==> src/hdl/departure_event_bin_packer_defines.svh <==
// assertion macros used by the departure event bin packer controller
`ifndef DEPARTURE_EVENT_BIN_PACKER_DEFINES_SVH
`define DEPARTURE_EVENT_BIN_PACKER_DEFINES_SVH

// plain property checked on every edge outside reset
`define DBP_ASSERT(lbl, prop, msg) \
  lbl: assert property (@(posedge clk_i) disable iff (!rst_ni) (prop)) else $error(msg);

// same-cycle implication checked outside reset
`define DBP_ASSERT_IMP(lbl, pre, post, msg) \
  lbl: assert property (@(posedge clk_i) disable iff (!rst_ni) (pre) |-> (post)) else $error(msg);

`endif

==> src/hdl/dbp_ram.sv <==
// simple dual port ram with registered read
`default_nettype none

module dbp_ram #(
  parameter int unsigned DEPTH = 64,
  parameter int unsigned WIDTH = 8
) (
  input  wire logic                     clk_i,
  input  wire logic                     we_i,
  input  wire logic [$clog2(DEPTH)-1:0] waddr_i,
  input  wire logic [WIDTH-1:0]         wdata_i,
  input  wire logic [$clog2(DEPTH)-1:0] raddr_i,
  output      logic [WIDTH-1:0]         rdata_o
);

  logic [WIDTH-1:0] mem_q [DEPTH];

  // write port
  always_ff @(posedge clk_i) begin
    if (we_i) begin
      mem_q[waddr_i] <= wdata_i;
    end
  end

  // registered read port
  always_ff @(posedge clk_i) begin
    rdata_o <= mem_q[raddr_i];
  end

endmodule

`default_nettype wire

==> config.mk <==
export PLATFORM = sky130hd
export DESIGN_NAME = dbp_ram
export DESIGN_NICKNAME = d
export VERILOG_FILES = /design/src/hdl/departure_event_bin_packer_defines.svh /design/src/hdl/dbp_ram.sv
export SDC_FILE = /design/constraint.sdc
export NUM_CORES = 1
export LEC_CHECK = 0
export BUFFER_PORTS_ARGS = -buffer_cell sky130_fd_sc_hd__clkbuf_2
export CAP_MARGIN = 20
export CORE_ASPECT_RATIO = 1.4
export CORE_MARGIN = 2
export CORE_UTILIZATION = 55
export CTS_CLUSTER_SIZE = 16
export DETAILED_ROUTE_END_ITERATION = 12
export GPL_TIMING_DRIVEN = 1
export HOLD_SLACK_MARGIN = 0.1
export PLACE_DENSITY = 0.72
export SLEW_MARGIN = 20
export SYNTH_ARGS = -nofsm -noshare
export SYNTH_HDL_FRONTEND = slang
export SYNTH_SLANG_ARGS = --single-unit
==> constraint.sdc <==
create_clock -name clk_i -period 3 [get_ports clk_i]
set_input_delay 0.6 -clock clk_i [delete_from_list [all_inputs] [get_ports clk_i]]
set_output_delay 0.6 -clock clk_i [all_outputs]
set_load 0.1 [all_outputs]
# == Yosys cells after proc, flatten, opt, wreduce, memory -nomap -nowiden ==
# Memories as Yosys holds them, arrays and structs flattened. A register that Yosys moved wholly into a read port is not among the register bits.
# Cells that the tools add are included.
# totals
ff_bits,0
ramBits,512
output_inout_bits,8
n_memories,1
# op_classes
mux,2
# mem_list
name,words,width,read_ports,rd_clocked_by_memory_dff,write_ports,line_no,rtl
mem_q,64,8,1,1,1,dbp_ram.sv:16,logic [WIDTH-1:0] mem_q [DEPTH];
# op_table
cell,count
2-to-1 mux 1 bit,2

# == Longest topological paths before layout ==
# depth
word_depth,2
ltp_mapped,9
depth_no_buf,5

# == Worst setup path after synthesis ==
# No wires, ideal clock.
# synth_timing
path_kind,input-to-reg
startpoint,in raddr_i[1]
endpoint,"reg rdata_o[3], read port of mem_q"
setup_ns,0.128
t_arrival_ns,2.140
t_required_ns,2.872
setup_slack_ns,0.732
stages,7
path_cell_list,buf_4 > buf_2 > buf_2 > mux4_2 > mux4_2 > o21ai_1 > o41ai_1
# synth_lines
element,line_no,rtl
from (decl),dbp_ram.sv:12,"input wire logic [$clog2(DEPTH)-1:0] raddr_i,"
to (decl),dbp_ram.sv:13,output logic [WIDTH-1:0] rdata_o

==> flow_summary_export.csv <==
group,metric,value,unit
outcome,outcome,"finished clean",
worst_hold_path,worstHoldPathType,"in -> reg",
sta,layout_min_cycle_time,2266,ps
floorplanning,dieArea,38240,um2
placement,dp_hpwl,29100,um
routing,postRouteAntennaNets,0,
clock_network,clkSinkCount,520,
synthesis,synth_xor_area_share,0,%
synthesis,synth_cell_types,40,
global_route,busiest_layer,"met2",
final_layout,layout_common_cells,"edfxtp_1, mux4_2, buf_4, nor2_1, clkbuf_16",
routing,drt-vias-per-instance,6.270,
pwr,p_leak,7.432,nW
final_layout,antenna_cells,0,
critical_path,required,3430,ps
clock_network,clkLatencyLatePin,550,ps
placement,dp_cells,1505,
synthesis,syn-instance-count,940,
clock_network,cts-root-buf,"clkbuf_16",
global_route,grt_util_met2,42.95,%
critical_path,crit_fanout,22,
floorplanning,die_x,165.8,um
clock_network,clkTransAtPathRegs,70,ps
floorplanning,die_y,230.6,um
sta,max_slew_margin,42.27,%
sta,hold_viol,0,
floorplanning,rows,83,
final_layout,final_cells,1586,
critical_path,startpoint_type,"input pin",
global_route,gr-total-overflow,0,
global_route,grt_pass1_wl,66750,um
sta,drv_slew,0,
global_route,use_met1,30.20,%
floorplanning,core_area,36450,um2
sta,worst_slew_pin_slew,866.0,ps
synthesis,yosys.area.top_type,"edfxtp_1",
final_layout,area_growth,14.23,%
synthesis,synth_top_area_share,76.24,%
sta,final.setup.tns,0,ps
job,maxCapViolations,0,
clock_network,cts_htree_levels,2,
routing,vias,9945,
synthesis,yosys-top-cells-area,"edfxtp_1, mux4_2, nor2_1",
synthesis,yosysSeqAreaShare,77.03,%
clock_network,cts_tree,"built",
synthesis,syn_area,20170,um2
global_route,grt_max_degree,65,
clock_network,cts_hold_buf,0,
routing,drc,0,
floorplanning,num_io_pins,30,
final_layout,mostFrequentLayoutCell,"edfxtp_1",
clock_network,cts_setup_buffers,0,
routing,drtIter0Drc,1056,
synthesis,muxShareOfSynthArea,15.94,%
critical_path,critPathKind,"in -> reg",
synthesis,syn_area_per_cell,21.45,um2
floorplanning,start_util,55.33,%
routing,wl_per_cell,28.14,um
placement,routabilityCongestion,0.8098,
global_route,use_met3,3.309,%
critical_path,endpoint_kind,"flip-flop",
sta,grt_setup_unrepaired,"no",
pwr,p_per_area,634.3,nW/um2
global_route,grt_pass1_vias,10410,
clock_network,cts_resized,0,
sta,setup_viol_count_final,0,
routing,wl,44630,um
sta,finalCritPeriodShare,75.55,%
final_layout,drive_gt1_share,31.46,%
final_layout,utilization,63.20,%
global_route,grtUsageTotal,23.93,%
synthesis,synthSimpleGateAreaFrac,3.388,%
sta,clock_skew,16.08,ps
critical_path,cp.arrival,2690,ps
synthesis,synth_nets,962,
routing,drt-pass1-iter-count,5,
synthesis,synth_top_family_by_area,"multiplexers",
clock_network,cts_buffers,45,
worst_hold_path,hold_depth,2,
synthesis,synth_compound_area_share,2.072,%
clock_network,clockBufferDepth,3,
synthesis,synth-seq-cells,520,
global_route,antenna_found_initial,0,
pwr,irDropWorstVdd,0.0005518,V
final_layout,final_nets,1107,
critical_path,r2r_cells,5,
synthesis,yosys.area_share.adder,0,%
placement,port_buffers,29,
sta,timing.fmax,0.4412,GHz
synthesis,ys_warn_count,0,
## cells in the mapped netlist
library cell	instances
edfxtp_1	512
mux4_2	126
nor2_1	83
mux2i_1	23
nand2_1	19
clkbuf_1	17
nor2b_1	14
buf_4	13
mux2_2	13
nand3_1	13
buf_2	11
dfxtp_1	8
o221ai_1	8
o22ai_1	8
nand2b_1	7
nor3_1	7
a221oi_1	6
a211oi_1	4
buf_1	4
buf_6	4
a21oi_1	3
a22oi_1	3
nand3b_1	3
o2111ai_1	3
o2bb2ai_1	3
a2111oi_0	2
buf_12	2
nand4_1	2
nor4_1	2
o21a_1	2
o21ai_0	2
o21ai_1	2
o221a_2	2
o32ai_1	2
o41ai_1	2
a31oi_1	1
and2_1	1
nand4b_1	1
o311ai_1	1
or3_1	1
## final timing paths
path	from	to	slack, ps
setup / recovery	raddr_i[0]	rdata_o[4]	730
hold / removal	waddr_i[1]	mem_q[49][4]	520
setup reg to reg	mem_q[29][4]	rdata_o[4]	1040
hold reg to reg	mem_q[30][4]	rdata_o[4]	830
## worst max-delay path, stage by stage
cell and delay [ps]:
clkbuf_8 320, buf_4 240, mux4_2 500, mux2_2 280, o221a_2 270, nor3_1 310, o32ai_1 130
## area by class of cell
class / instances / area, um2
clock inverters: 23 / 235.2
well taps: 467 / 584.3
clock buffers: 58 / 1195
multi-input cells: 369 / 4315
repair buffers: 149 / 1172
flip-flops and latches: 520 / 15530
fillers: 2416 / 13410
## layer usage
layer  part of all wire (%)  up-vias
met4                    2.8        0
li1                       -     4205
met5                      0        -
met2                     54      448
met1                     36     5229
met3                    6.6       63
## flip-flops by register name, summed over array words and instances (netlist names)
signal,flops
rdata_o,8
mem_q,512
## power breakdown
part	switching [W]	internal (W)	leakage (nW)
sequential	0.0000289	0.00804	4.67
clock	0.00243	0.00324	0.697
combinational	0.000562	0.000317	2.06
total	0.00302	0.0116	7.43
## stage by stage
step	total power [W]	hold slack (ps)	area, um2	setup WS (ps)
floorplan	0.008740	698.9	20170	732.3
global placement	0.009089	784.1	21610	165.5
global route	0.01501	543.5	23040	648.5
detailed placement	0.009105	817.6	21610	122.5
CTS	0.01470	493.3	23040	718.1
finish	0.01461	524.6	23040	733.6
## cell families (layout without fill, tap and decap cells)
kind of cell | Yosys count | in the layout
AO/OA/AOI/OAI | 54 | 54
buffers and inverters | 51 | 230
flip-flops | 520 | 520
multiplexers | 162 | 162
AND/OR/NAND/NOR | 153 | 153
(Power assumes the default switching activity.)
