===== config.mk =====
export PLATFORM = sky130hd
export DESIGN_NAME = dbp_ctrl
export DESIGN_NICKNAME = d
export VERILOG_FILES = /design/src/hdl/dbp_pkg.sv /design/src/hdl/dbp_ctrl.sv
export VERILOG_INCLUDE_DIRS = /design/src /design/src/hdl
export SDC_FILE = /design/constraint.sdc
export NUM_CORES = 1
export LEC_CHECK = 0
export BUFFER_PORTS_ARGS = -buffer_cell sky130_fd_sc_hd__buf_2
export CAP_MARGIN = 10
export CORE_MARGIN = 3
export CORE_UTILIZATION = 61
export CTS_CLUSTER_SIZE = 28
export DETAILED_ROUTE_END_ITERATION = 7
export PLACE_DENSITY = 0.94
export SKIP_LAST_GASP = 1
export SLEW_MARGIN = 5
export SYNTH_ARGS = -nofsm -noshare
export SYNTH_HDL_FRONTEND = slang
export SYNTH_SLANG_ARGS = --single-unit

===== constraint.sdc =====
create_clock -name clk_i -period 9.5 [get_ports clk_i]
set_input_delay 0.95 -clock clk_i [delete_from_list [all_inputs] [get_ports clk_i]]
set_output_delay 0.95 -clock clk_i [all_outputs]
set_load 0.05 [all_outputs]

===== src/hdl/departure_event_bin_packer_defines.svh =====
// assertion macros used by the departure event bin packer controller
`ifndef DEPARTURE_EVENT_BIN_PACKER_DEFINES_SVH
`define DEPARTURE_EVENT_BIN_PACKER_DEFINES_SVH

// plain property checked on every edge outside reset
`define DBP_ASSERT(lbl, prop, msg) \
  lbl: assert property (@(posedge clk_i) disable iff (!rst_ni) (prop)) else $error(msg);

// same-cycle implication checked outside reset
`define DBP_ASSERT_IMP(lbl, pre, post, msg) \
  lbl: assert property (@(posedge clk_i) disable iff (!rst_ni) (pre) |-> (post)) else $error(msg);

`endif


===== src/hdl/dbp_pkg.sv =====
// types and constants of the departure event bin packer
`default_nettype none

package dbp_pkg;

  // field widths
  localparam int unsigned TIME_W      = 32;
  localparam int unsigned LOC_FIELD_W = 6;
  localparam int unsigned MIN_W       = 15;
  localparam int unsigned BIN_FIELD_W = 4;
  localparam int unsigned ENTRY_W     = TIME_W + LOC_FIELD_W;

  // walking time that marks a missing footpath
  localparam logic [MIN_W-1:0] NO_PATH = 15'h7FFF;
  // travel window after reset
  localparam logic [MIN_W-1:0] MTT_RESET = 15'd1440;

  typedef enum logic [1:0] {
    ACT_CLEAR    = 2'd0,
    ACT_FP_WRITE = 2'd1,
    ACT_EVENT    = 2'd2,
    ACT_NONE     = 2'd3
  } action_e;

  typedef enum logic [1:0] {
    STAT_OK    = 2'd0,
    STAT_DROP  = 2'd1,
    STAT_TRUNC = 2'd2
  } status_e;

  typedef enum logic [2:0] {
    S_SWEEP,
    S_IDLE,
    S_META,
    S_ENT,
    S_FP,
    S_PUSH,
    S_PUSH_META,
    S_DONE
  } state_e;

  typedef struct packed {
    action_e                  action;
    logic [TIME_W-1:0]        dep_time;
    logic [LOC_FIELD_W-1:0]   location;
    logic [LOC_FIELD_W-1:0]   other_location;
    logic [MIN_W-1:0]         footpath_minutes;
  } in_t;

  typedef struct packed {
    logic [BIN_FIELD_W-1:0] bin_index;
    logic                   opened_bin;
    status_e                status;
  } out_t;

  // finished result handed from the controller to the output register
  typedef struct packed {
    logic valid;
    out_t data;
  } result_t;

endpackage

`default_nettype wire


===== src/hdl/dbp_ctrl.sv =====
// sequencer that walks the bins and entries and updates both memories
`default_nettype none
`include "departure_event_bin_packer_defines.svh"

module dbp_ctrl #(
  parameter int unsigned LOCATIONS  = 64,
  parameter int unsigned MAX_BINS   = 16,
  parameter int unsigned BIN_WINDOW = 32,
  localparam int unsigned LOC_W     = $clog2(LOCATIONS),
  localparam int unsigned FP_AW     = 2 * LOC_W,
  localparam int unsigned ENT_DEPTH = MAX_BINS * (BIN_WINDOW + 1),
  localparam int unsigned ENT_AW    = $clog2(ENT_DEPTH)
) (
  input  wire logic                         clk_i,
  input  wire logic                         rst_ni,
  input  wire logic                         in_valid_i,
  input  wire dbp_pkg::in_t                 in_data_i,
  output      logic                         in_stall_o,
  input  wire logic [dbp_pkg::MIN_W-1:0]    max_travel_time_i,
  input  wire logic                         slot_free_i,
  output      dbp_pkg::result_t             res_o,
  // footpath table port
  output      logic                         fp_we_o,
  output      logic [FP_AW-1:0]             fp_waddr_o,
  output      logic [dbp_pkg::MIN_W-1:0]    fp_wdata_o,
  output      logic [FP_AW-1:0]             fp_raddr_o,
  input  wire logic [dbp_pkg::MIN_W-1:0]    fp_rdata_i,
  // bin store port
  output      logic                         ent_we_o,
  output      logic [ENT_AW-1:0]            ent_waddr_o,
  output      logic [dbp_pkg::ENTRY_W-1:0]  ent_wdata_o,
  output      logic [ENT_AW-1:0]            ent_raddr_o,
  input  wire logic [dbp_pkg::ENTRY_W-1:0]  ent_rdata_i
);

  localparam int unsigned BIN_W  = (MAX_BINS > 1) ? $clog2(MAX_BINS) : 1;
  localparam int unsigned CNT_W  = $clog2(MAX_BINS + 1);
  localparam int unsigned SLOT_W = (BIN_WINDOW > 1) ? $clog2(BIN_WINDOW) : 1;
  localparam int unsigned FILL_W = $clog2(BIN_WINDOW + 1);
  localparam int unsigned CMP_W  =
    ((LOC_W >= dbp_pkg::LOC_FIELD_W) ? LOC_W : dbp_pkg::LOC_FIELD_W) + 1;
  localparam int unsigned TW     = dbp_pkg::TIME_W;
  localparam int unsigned LW     = dbp_pkg::LOC_FIELD_W;

  // bin b, slot s of the bin store; slot BIN_WINDOW holds head and full flag
  function automatic logic [ENT_AW-1:0] ent_addr(logic [BIN_W-1:0] b, logic [SLOT_W:0] s);
    ent_addr = ENT_AW'(b) * ENT_AW'(BIN_WINDOW + 1) + ENT_AW'(s);
  endfunction

  // ring slot one step back
  function automatic logic [SLOT_W-1:0] slot_dec(logic [SLOT_W-1:0] s);
    slot_dec = (s == '0) ? SLOT_W'(BIN_WINDOW - 1) : s - SLOT_W'(1);
  endfunction

  dbp_pkg::state_e          state_q, state_d;
  logic                     resp_q, resp_d;
  logic [FP_AW-1:0]         sweep_q, sweep_d;
  logic [CNT_W-1:0]         bins_open_q, bins_open_d;
  logic [BIN_W-1:0]         bin_q, bin_d;
  logic [SLOT_W-1:0]        head_q, head_d;
  logic                     full_q, full_d;
  logic [SLOT_W-1:0]        idx_q, idx_d;
  logic [FILL_W-1:0]        left_q, left_d;
  logic [TW-1:0]            ev_time_q, ev_time_d;
  logic [LW-1:0]            ev_loc_q, ev_loc_d;
  logic [TW-1:0]            et_q, et_d;
  dbp_pkg::out_t            res_q, res_d;

  logic                     in_acc;
  logic [TW-1:0]            ent_time;
  logic [LW-1:0]            ent_loc;
  logic                     expired;
  logic                     same_loc;
  logic                     locs_ok;
  logic [LW-1:0]            pair_lo, pair_hi;
  logic                     fp_bad;
  logic                     last_ent;
  logic                     go_accept, go_next, go_fp;
  dbp_pkg::status_e         acc_status;
  logic                     next_bin_ok;
  logic                     can_open;
  logic                     wr_ok;
  logic [LW-1:0]            wr_lo, wr_hi;
  logic                     sweep_last;
  logic [SLOT_W-1:0]        meta_head;
  logic                     meta_full;
  logic [SLOT_W-1:0]        head_next;
  logic                     full_next;
  logic [BIN_W-1:0]         bin_inc;

  // conditions of the current walk step
  always_comb begin
    in_acc      = in_valid_i && (state_q == dbp_pkg::S_IDLE);
    ent_time    = ent_rdata_i[dbp_pkg::ENTRY_W-1:LW];
    ent_loc     = ent_rdata_i[LW-1:0];
    expired     = ({1'b0, ent_time} + (TW + 1)'(max_travel_time_i)) < {1'b0, ev_time_q};
    same_loc    = (ent_loc == ev_loc_q);
    locs_ok     = (CMP_W'(ent_loc) < CMP_W'(LOCATIONS)) &&
                  (CMP_W'(ev_loc_q) < CMP_W'(LOCATIONS));
    pair_lo     = (ent_loc < ev_loc_q) ? ent_loc : ev_loc_q;
    pair_hi     = (ent_loc < ev_loc_q) ? ev_loc_q : ent_loc;
    fp_bad      = (fp_rdata_i == dbp_pkg::NO_PATH) ||
                  ({1'b0, ev_time_q} < ({1'b0, et_q} + (TW + 1)'(fp_rdata_i)));
    last_ent    = (left_q == FILL_W'(1));
    next_bin_ok = (CNT_W'(bin_q) + CNT_W'(1)) < bins_open_q;
    can_open    = bins_open_q < CNT_W'(MAX_BINS);
    sweep_last  = (sweep_q == '1);
    bin_inc     = bin_q + BIN_W'(1);

    go_accept  = 1'b0;
    go_next    = 1'b0;
    go_fp      = 1'b0;
    acc_status = dbp_pkg::STAT_OK;
    // an entry at a location outside the table rejects the bin
    if (state_q == dbp_pkg::S_ENT) begin
      if (expired) begin
        go_accept = 1'b1;
      end else if (same_loc) begin
        go_next = 1'b1;
      end else if (locs_ok) begin
        go_fp = 1'b1;
      end
    end else if (state_q == dbp_pkg::S_FP) begin
      go_next = !fp_bad;
    end
    // walked every stored entry without leaving the travel window
    if (go_next && last_ent) begin
      go_accept  = 1'b1;
      go_next    = 1'b0;
      acc_status = full_q ? dbp_pkg::STAT_TRUNC : dbp_pkg::STAT_OK;
    end

    // footpath write endpoints
    wr_ok = (in_data_i.location != in_data_i.other_location) &&
            (CMP_W'(in_data_i.location) < CMP_W'(LOCATIONS)) &&
            (CMP_W'(in_data_i.other_location) < CMP_W'(LOCATIONS));
    wr_lo = (in_data_i.location < in_data_i.other_location) ?
            in_data_i.location : in_data_i.other_location;
    wr_hi = (in_data_i.location < in_data_i.other_location) ?
            in_data_i.other_location : in_data_i.location;

    // bin metadata as read, and after one more push
    meta_head = ent_rdata_i[SLOT_W-1:0];
    meta_full = ent_rdata_i[SLOT_W];
    head_next = (head_q == SLOT_W'(BIN_WINDOW - 1)) ? '0 : head_q + SLOT_W'(1);
    full_next = full_q || (head_q == SLOT_W'(BIN_WINDOW - 1));
  end

  // next state
  always_comb begin
    state_d = state_q;
    unique case (state_q)
      dbp_pkg::S_SWEEP: begin
        if (sweep_last) begin
          state_d = resp_q ? dbp_pkg::S_DONE : dbp_pkg::S_IDLE;
        end
      end
      dbp_pkg::S_IDLE: begin
        if (in_valid_i) begin
          unique case (in_data_i.action)
            dbp_pkg::ACT_CLEAR:    state_d = dbp_pkg::S_SWEEP;
            dbp_pkg::ACT_FP_WRITE: state_d = dbp_pkg::S_DONE;
            dbp_pkg::ACT_EVENT: begin
              state_d = (bins_open_q != '0) ? dbp_pkg::S_META : dbp_pkg::S_PUSH;
            end
            dbp_pkg::ACT_NONE:     state_d = dbp_pkg::S_DONE;
            default:               state_d = dbp_pkg::S_DONE;
          endcase
        end
      end
      dbp_pkg::S_META: state_d = dbp_pkg::S_ENT;
      dbp_pkg::S_ENT, dbp_pkg::S_FP: begin
        priority if (go_accept) begin
          state_d = dbp_pkg::S_PUSH;
        end else if (go_next) begin
          state_d = dbp_pkg::S_ENT;
        end else if (go_fp) begin
          state_d = dbp_pkg::S_FP;
        end else if (next_bin_ok) begin
          state_d = dbp_pkg::S_META;
        end else if (can_open) begin
          state_d = dbp_pkg::S_PUSH;
        end else begin
          state_d = dbp_pkg::S_DONE;
        end
      end
      dbp_pkg::S_PUSH:      state_d = dbp_pkg::S_PUSH_META;
      dbp_pkg::S_PUSH_META: state_d = dbp_pkg::S_DONE;
      dbp_pkg::S_DONE: begin
        if (slot_free_i) begin
          state_d = dbp_pkg::S_IDLE;
        end
      end
      default: state_d = dbp_pkg::S_IDLE;
    endcase
  end

  // datapath, memory ports and handshake outputs
  always_comb begin
    resp_d      = resp_q;
    sweep_d     = sweep_q;
    bins_open_d = bins_open_q;
    bin_d       = bin_q;
    head_d      = head_q;
    full_d      = full_q;
    idx_d       = idx_q;
    left_d      = left_q;
    ev_time_d   = ev_time_q;
    ev_loc_d    = ev_loc_q;
    et_d        = et_q;
    res_d       = res_q;

    fp_we_o     = 1'b0;
    fp_waddr_o  = {LOC_W'(wr_lo), LOC_W'(wr_hi)};
    fp_wdata_o  = in_data_i.footpath_minutes;
    fp_raddr_o  = {LOC_W'(pair_lo), LOC_W'(pair_hi)};
    ent_we_o    = 1'b0;
    ent_waddr_o = ent_addr(bin_q, {1'b0, head_q});
    ent_wdata_o = {ev_time_q, ev_loc_q};
    ent_raddr_o = ent_addr(bin_q, {1'b0, slot_dec(idx_q)});

    in_stall_o = (state_q != dbp_pkg::S_IDLE);
    res_o.valid = (state_q == dbp_pkg::S_DONE) && slot_free_i;
    res_o.data  = res_q;

    unique case (state_q)
      // footpath table reset, one entry a cycle
      dbp_pkg::S_SWEEP: begin
        fp_we_o    = 1'b1;
        fp_waddr_o = sweep_q;
        fp_wdata_o = dbp_pkg::NO_PATH;
        sweep_d    = sweep_q + FP_AW'(1);
      end
      // take a transaction and set up its work
      dbp_pkg::S_IDLE: begin
        ent_raddr_o = ent_addr('0, (SLOT_W + 1)'(BIN_WINDOW));
        if (in_acc) begin
          res_d     = '{bin_index: '0, opened_bin: 1'b0, status: dbp_pkg::STAT_OK};
          ev_time_d = in_data_i.dep_time;
          ev_loc_d  = in_data_i.location;
          bin_d     = '0;
          unique case (in_data_i.action)
            dbp_pkg::ACT_CLEAR: begin
              sweep_d     = '0;
              resp_d      = 1'b1;
              bins_open_d = '0;
            end
            dbp_pkg::ACT_FP_WRITE: begin
              fp_we_o = wr_ok;
            end
            dbp_pkg::ACT_EVENT: begin
              if (bins_open_q == '0) begin
                head_d      = '0;
                full_d      = 1'b0;
                bins_open_d = CNT_W'(1);
                res_d.opened_bin = 1'b1;
              end
            end
            dbp_pkg::ACT_NONE: begin
            end
            default: begin
            end
          endcase
        end
      end
      // bin metadata arrived, start at the newest entry
      dbp_pkg::S_META: begin
        head_d      = meta_head;
        full_d      = meta_full;
        left_d      = meta_full ? FILL_W'(BIN_WINDOW) : FILL_W'(meta_head);
        idx_d       = slot_dec(meta_head);
        ent_raddr_o = ent_addr(bin_q, {1'b0, slot_dec(meta_head)});
      end
      // entry check, optionally followed by a footpath check
      dbp_pkg::S_ENT, dbp_pkg::S_FP: begin
        if (state_q == dbp_pkg::S_ENT) begin
          et_d = ent_time;
        end
        priority if (go_accept) begin
          res_d = '{bin_index: dbp_pkg::BIN_FIELD_W'(bin_q), opened_bin: 1'b0,
                    status: acc_status};
        end else if (go_next) begin
          idx_d  = slot_dec(idx_q);
          left_d = left_q - FILL_W'(1);
        end else if (go_fp) begin
          idx_d = idx_q;
        end else if (next_bin_ok) begin
          bin_d       = bin_inc;
          ent_raddr_o = ent_addr(bin_inc, (SLOT_W + 1)'(BIN_WINDOW));
        end else if (can_open) begin
          bin_d       = BIN_W'(bins_open_q);
          head_d      = '0;
          full_d      = 1'b0;
          bins_open_d = bins_open_q + CNT_W'(1);
          res_d = '{bin_index: dbp_pkg::BIN_FIELD_W'(bins_open_q), opened_bin: 1'b1,
                    status: dbp_pkg::STAT_OK};
        end else begin
          res_d = '{bin_index: '0, opened_bin: 1'b0, status: dbp_pkg::STAT_DROP};
        end
      end
      // store the event at the bin head
      dbp_pkg::S_PUSH: begin
        ent_we_o = 1'b1;
      end
      // store the advanced head and full flag
      dbp_pkg::S_PUSH_META: begin
        ent_we_o    = 1'b1;
        ent_waddr_o = ent_addr(bin_q, (SLOT_W + 1)'(BIN_WINDOW));
        ent_wdata_o = dbp_pkg::ENTRY_W'({full_next, head_next});
      end
      dbp_pkg::S_DONE: begin
        resp_d = 1'b0;
      end
      default: begin
      end
    endcase
  end

  // control state
  always_ff @(posedge clk_i or negedge rst_ni) begin
    if (!rst_ni) begin
      state_q     <= dbp_pkg::S_SWEEP;
      resp_q      <= 1'b0;
      sweep_q     <= '0;
      bins_open_q <= '0;
    end else begin
      state_q     <= state_d;
      resp_q      <= resp_d;
      sweep_q     <= sweep_d;
      bins_open_q <= bins_open_d;
    end
  end

  // walk and result payload
  always_ff @(posedge clk_i) begin
    bin_q     <= bin_d;
    head_q    <= head_d;
    full_q    <= full_d;
    idx_q     <= idx_d;
    left_q    <= left_d;
    ev_time_q <= ev_time_d;
    ev_loc_q  <= ev_loc_d;
    et_q      <= et_d;
    res_q     <= res_d;
  end

  // checks
  `DBP_ASSERT(a_bins_bound, bins_open_q <= CNT_W'(MAX_BINS), "more bins open than exist")
  `DBP_ASSERT_IMP(a_walk_left, state_q == dbp_pkg::S_ENT, left_q != '0, "entry walk past fill")
  `DBP_ASSERT_IMP(a_meta_open, state_q == dbp_pkg::S_META, CNT_W'(bin_q) < bins_open_q, "walk of a bin that is not open")
  `DBP_ASSERT_IMP(a_drop_full, res_o.valid && (res_o.data.status == dbp_pkg::STAT_DROP), (bins_open_q == CNT_W'(MAX_BINS)) && !res_o.data.opened_bin, "drop with a bin still free")

endmodule

`default_nettype wire


=== After elaboration in Yosys (flattened, before gate mapping) ===
Index checks and enable logic that the tools add are counted.

* Bits in registers: 119
* Input port bits: 133

* $lt $le $gt $ge: 6
* Reductions and logical operators: 30
* Multipliers: 2
* Mux-type cells: 101
* Equality and inequality tests: 36
* Add/sub/neg operators: 15

{| class="wikitable"
|+ Operators with widths
! operator !! number
|-
| $mux W5 || 20
|-
| $add A32 B15 Y33 || 2
|-
| $mux W10 || 5
|-
| $mux W6 || 7
|-
| $mux W7 || 6
|-
| $mux W38 || 1
|-
| $mux W12 || 3
|-
| $lt A32 B33 Y1 || 1
|-
| $lt A33 B32 Y1 || 1
|-
| $add A10 B5 Y10 || 3
|-
| $pmux W10 S3 || 1
|-
| $pmux W5 S2 || 3
|-
| $mux W3 || 9
|-
| $mux W1 || 26
|-
| $mux W4 || 6
|-
| $pmux W12 S2 || 1
|-
| $pmux W3 S7 || 1
|-
| $add A10 B6 Y10 const B || 2
|-
| $mul A4 B6 Y10 const B || 2
|-
| $ne A2 B2 Y1 const B || 10
|-
| $reduce_and A9 Y1 || 2
|-
| $eq A15 B15 Y1 const B || 1
|-
| $logic_not A5 Y1 || 3
|-
| $mux W15 || 1
|-
| other kinds (43) || 73
|}

=== Longest topological paths before layout ===
* Word-level depth: 11
* Depth in mapped cells: 21
* Mapped depth without buffers: 20

=== Worst setup path after synthesis ===
OpenSTA, ideal clock, no wires.

* Path kind: input -> output
* From: in fp_rdata_i[7] (netlist name)
* To: out ent_raddr_o[8]
* Data required time: 8.550 ns
* Data arrival time: 5.517 ns
* Stages on the path: 17
* Buffers on the path: 1
* Slack: 3.033 ns
* Cells stage by stage: ha_1 a2111o_1 o211ai_2 nand2_2 o41a_1 and2_2 nand2_1 xor2_1 ha_1 a211oi_1 nor2_1 nor3_1 o211ai_1 o21ai_2 o211ai_4 buf_6 o311ai_1

* Word-level cells in the longest chain between the ends: 11

{| class="wikitable"
|+ RTL lines
! element !! line !! source
|-
| from (decl) || dbp_ctrl.sv:27 || <nowiki>input wire logic [dbp_pkg::MIN_W-1:0] fp_rdata_i,</nowiki>
|-
| $add A32 B15 Y33 || dbp_ctrl.sv:103 || <nowiki>({1'b0, ev_time_q} < ({1'b0, et_q} + (TW + 1)'(fp_rdata_i)));</nowiki>
|-
| $lt A32 B33 Y1 || dbp_ctrl.sv:103 ||
|-
| $logic_or A1 B1 Y1 * || dbp_ctrl.sv:102 || <nowiki>fp_bad = (fp_rdata_i == dbp_pkg::NO_PATH) ||</nowiki>
|-
| $logic_not A1 Y1 * || dbp_ctrl.sv:124 || <nowiki>go_next = !fp_bad;</nowiki>
|-
| $mux W1 * || dbp_ctrl.sv:123 || <nowiki>end else if (state_q == dbp_pkg::S_FP) begin</nowiki>
|-
| $mux W1 * || dbp_ctrl.sv:115 || <nowiki>if (state_q == dbp_pkg::S_ENT) begin</nowiki>
|-
| $logic_and A1 B1 Y1 || dbp_ctrl.sv:127 || <nowiki>if (go_next && last_ent) begin</nowiki>
|-
| $mux W1 || dbp_ctrl.sv:127 ||
|-
| $mux W10 || dbp_ctrl.sv:282 || <nowiki>end else if (go_next) begin</nowiki>
|-
| $mux W10 * || dbp_ctrl.sv:279 || <nowiki>priority if (go_accept) begin</nowiki>
|-
| $pmux W10 S3 * || dbp_ctrl.sv:226 || <nowiki>unique case (state_q)</nowiki>
|-
| to (decl) || dbp_ctrl.sv:32 || <nowiki>output logic [ENT_AW-1:0] ent_raddr_o,</nowiki>
|}

Every way passes the cells marked *; elsewhere a longest branch is shown, timed or not.

=== Worst setup path after layout ===
* From: in fp_rdata_i[3] (netlist name)
* To: out ent_raddr_o[3]

Same word-level chain as after synthesis.

==> impl_metrics.ini <==
[worst_setup_path]
critPathMaxFanout = 13
cpLargestDelayFamily = compound AO/OA/AOI/OAI gates
reg2reg_to = res_o[3]
start_kind = primary input
worstPathRequired_ps = 8550
critPathKind = primary input to output pin
worstRegToRegCells = 18
slowest_delay_ps = 510
r2r_setup_slack_ps = 4310
worst-path-buf-inv = 2
critPathArrivalTime_ps = 5710
cp-end-kind = output pin
slowest_stage = nor2_1
r2r_start = et_q[3]
cp_cell_sequence = buf_2 -> ha_1 -> a21oi_1 -> o22ai_1 -> o2111ai_1 -> a31oi_1 -> nor3_1 -> nor2_1 -> nand3_1 -> xor2_1 -> ha_1 -> a211oi_1 -> nand2_1 -> nor3_1 -> o211ai_1 -> o21ai_2 -> o211ai_4 -> or4_1 -> nand3_1 -> buf_2

[placed_design]
dp_cells = 1620
place_congestion = 0.9529
place_area_um2 = 12190
dp_hpwl_um = 25350
portBuffers = 240

[route]
routed_wl_um = 33290
via_count = 10430
drt-initial-drc-count = 1014
drt_first_pass_iters = 5
avgViaCountPerCell = 6.311
top_layer = met4
remaining_drc_errors = 0
wl_met3_um = 3257
dr_wl_met2_um = 15930
drt-met1-wl_um = 12770
wl_per_cell_um = 20.14
ant_nets = 0

[power_and_ir_drop]
leakage_nw = 5.806
power.density_nw_per_um2 = 113.9
power_mw = 1.458
ir_worst_vdd_mv = 0.1272

[clock_tree]
cts_resized = 0
cts_setup_buffers = 0
cts_root_buffer = clkbuf_16
cts_tree = done
clkSinkCount = 119
cts_hold_buffers = 0
numCtsBuffers = 17
htreeDepth = 4
cts.clk_slew.worst_paths_ps = 50
insertion_delay_ps = 420
clockBufferDepth = 2

[sta]
max_freq_ghz = 0.1502
maxSlewHeadroom_pct = 22.17
finalSetupViolations = 0
finalHoldViolCount = 0
skew_ps = 6.849
fin_crit_sh_pct = 70.06
fin_setup_tns_ps = 0
worstMarginPinSlew_ps = 1165
finalMaxSlewViolations = 0
rsz0062_at_grt = no
period_needed_ps = 6656

[yosys]
async_reset_ff_share_pct = 17.65
synth_nets = 1453
synth_top_cell_by_area = edfxtp_1
synth_area_leaders = edfxtp_1 (27%), ha_1 (15%), dfrtp_1 (4.9%), xnor2_1 (3.8%), nand2_1 (3.7%)
avgSynthCellArea_um2 = 9.159
syn-cell-area_um2 = 10830
syn_inst = 1182
ys_types = 91
synth_top_area_share_pct = 27.18
synth_edf_count = 98
yosysSeqAreaShare_pct = 32.04
ys_seq_elements = 119
synth_top_flop_cell = edfxtp_1
yosys_warnings = 0

[global_route]
grt_pass1_wl_um = 52180
grt_pass1_vias = 10100
grt_antenna_before_repair = 1
grt.total_usage_pct = 33.16
grt_max_degree = 57
grt_overflow = 0

[floorplanning]
die_h_um = 139.2
core_um2 = 17360
initial_core_util_pct = 62.37
ios = 241
die_x_um = 139.2
die-area_um2 = 19380
rows = 48

[min_path]
hp-class = primary input to asynchronous set/reset pin

[final_layout]
fin_cells = 1653
fillers = 1204
fin_nets = 1685
area_delta_synth_final_pct = 18.25
layout_commonest_cell = buf_2
drive_gt1_share_pct = 22.07
stdcell_area_um2 = 12800
final_cell_mix = buf_2 (240), ha_1 (133), nand2_1 (106), edfxtp_1 (98), inv_1 (84)

[run]
maxCapViolations = 0

[run_status]
status = finished clean
==> cells by family (layout without fill, tap and decap cells) <==
family	count (synthesis)	after routing	synth area share [%]
fa+ha+maj	138	138	16.30
other cells	0	1	0
simple gates	412	412	20.11
mux	25	25	2.369
flops	119	119	32.04
compound gates	281	281	17.36
buf+inv	115	360	4.380
xor+xnor	92	92	7.443
==> sequential cells by signal (all words and copies together), names as in the netlist, 3 cells and up <==
| name | flops |
|---|---|
| ev_loc_q | 6 |
| ev_time_q | 32 |
| left_q | 6 |
| bin_q | 4 |
| head_q | 5 |
| state_q | 3 |
| bins_open_q | 5 |
| sweep_q | 12 |
| res_o | 7 |
| et_q | 32 |
| idx_q | 5 |
==> final cells by class <==
cell class / instances / area, um^2 / area share, %
Antenna cell: 1 / 2.502 / 0.01955
Multi-Input combinational cell: 948 / 6893 / 53.85
Sequential cell: 119 / 3468 / 27.09
Timing Repair Buffer: 244 / 1231 / 9.618
Inverter: 84 / 315.3 / 2.463
Tap cell: 225 / 281.5 / 2.199
Clock buffer: 27 / 556.8 / 4.350
Clock inverter: 5 / 52.55 / 0.4105
==> synthesized netlist by cell type (6+ instances only) <==
| cell | n |
|---|---|
| ha_1 | 133 |
| o31ai_1 | 12 |
| or2_2 | 6 |
| o21a_1 | 14 |
| a21o_1 | 17 |
| nand2_1 | 106 |
| and2_1 | 41 |
| and3_1 | 15 |
| xnor2_1 | 47 |
| mux2i_1 | 20 |
| a21oi_1 | 73 |
| clkbuf_1 | 22 |
| o21ai_0 | 77 |
| a31oi_1 | 6 |
| nand3_1 | 36 |
| and4_1 | 8 |
| nand3b_1 | 6 |
| nand4_1 | 17 |
| dfrtp_1 | 21 |
| edfxtp_1 | 98 |
| nor2_1 | 70 |
| o211ai_1 | 7 |
| nand2b_1 | 27 |
| inv_1 | 84 |
| nor2b_1 | 23 |
| nor3_1 | 21 |
| a211oi_1 | 12 |
| xor2_1 | 45 |
| or3_1 | 12 |
==> report_power, final <==
part	internal, mW	leakage (nW)	switching (mW)
logic	0.0943	4.36	0.134
clock network	0.427	0.304	0.238
registers	0.564	1.14	0
==> worst max-delay path by stage <==
stage / end / slack (ps) / cells past startpoint / start
finish: ent_raddr_o[3] / 2840 / 20 / fp_rdata_i[3]
global route: ent_raddr_o[3] / 2430 / 20 / fp_rdata_i[3]
CTS: ent_raddr_o[3] / 2870 / 20 / fp_rdata_i[3]
detailed placement: ent_raddr_o[3] / 2870 / 20 / fp_rdata_i[3]
global placement: ent_raddr_o[3] / 3060 / 20 / fp_rdata_i[3]
floorplan: ent_raddr_o[8] / 3030 / 17 / fp_rdata_i[7]
==> worst register-to-register path, stage by stage, from the launching register on <==
cell,delay (ps)
edfxtp_1,390
ha_1,390
a21oi_1,90
o22ai_1,300
o2111ai_1,230
a31oi_1,220
nor3_1,70
nor2_1,510
nand3_1,180
xor2_1,190
ha_1,320
a211oi_1,250
nand2_1,110
nor3_1,170
o211ai_1,130
o21ai_2,430
o22ai_2,190
a221oi_1,310
o21a_1,370
==> stage by stage <==
step                      util, %  setup WS, ps  hold slack (ps)
final                       73.75          2844            483.3
after global routing        73.75          2427            507.4
after CTS                   73.74          2867            491.8
after detailed placement    70.23          2869            549.5
after global placement      70.23          3060            514.9
after floorplan                 -          3033            501.4
==> layer usage <==
metal | GRT usage [%] | vias to the layer above
met5 | 0 | -
met4 | 14.52 | 0
met3 | 6.220 | 117
met2 | 55.31 | 648
met1 | 42.30 | 4914
li1 | - | 4753
Note: power is estimated with default switching activity, not from simulation.
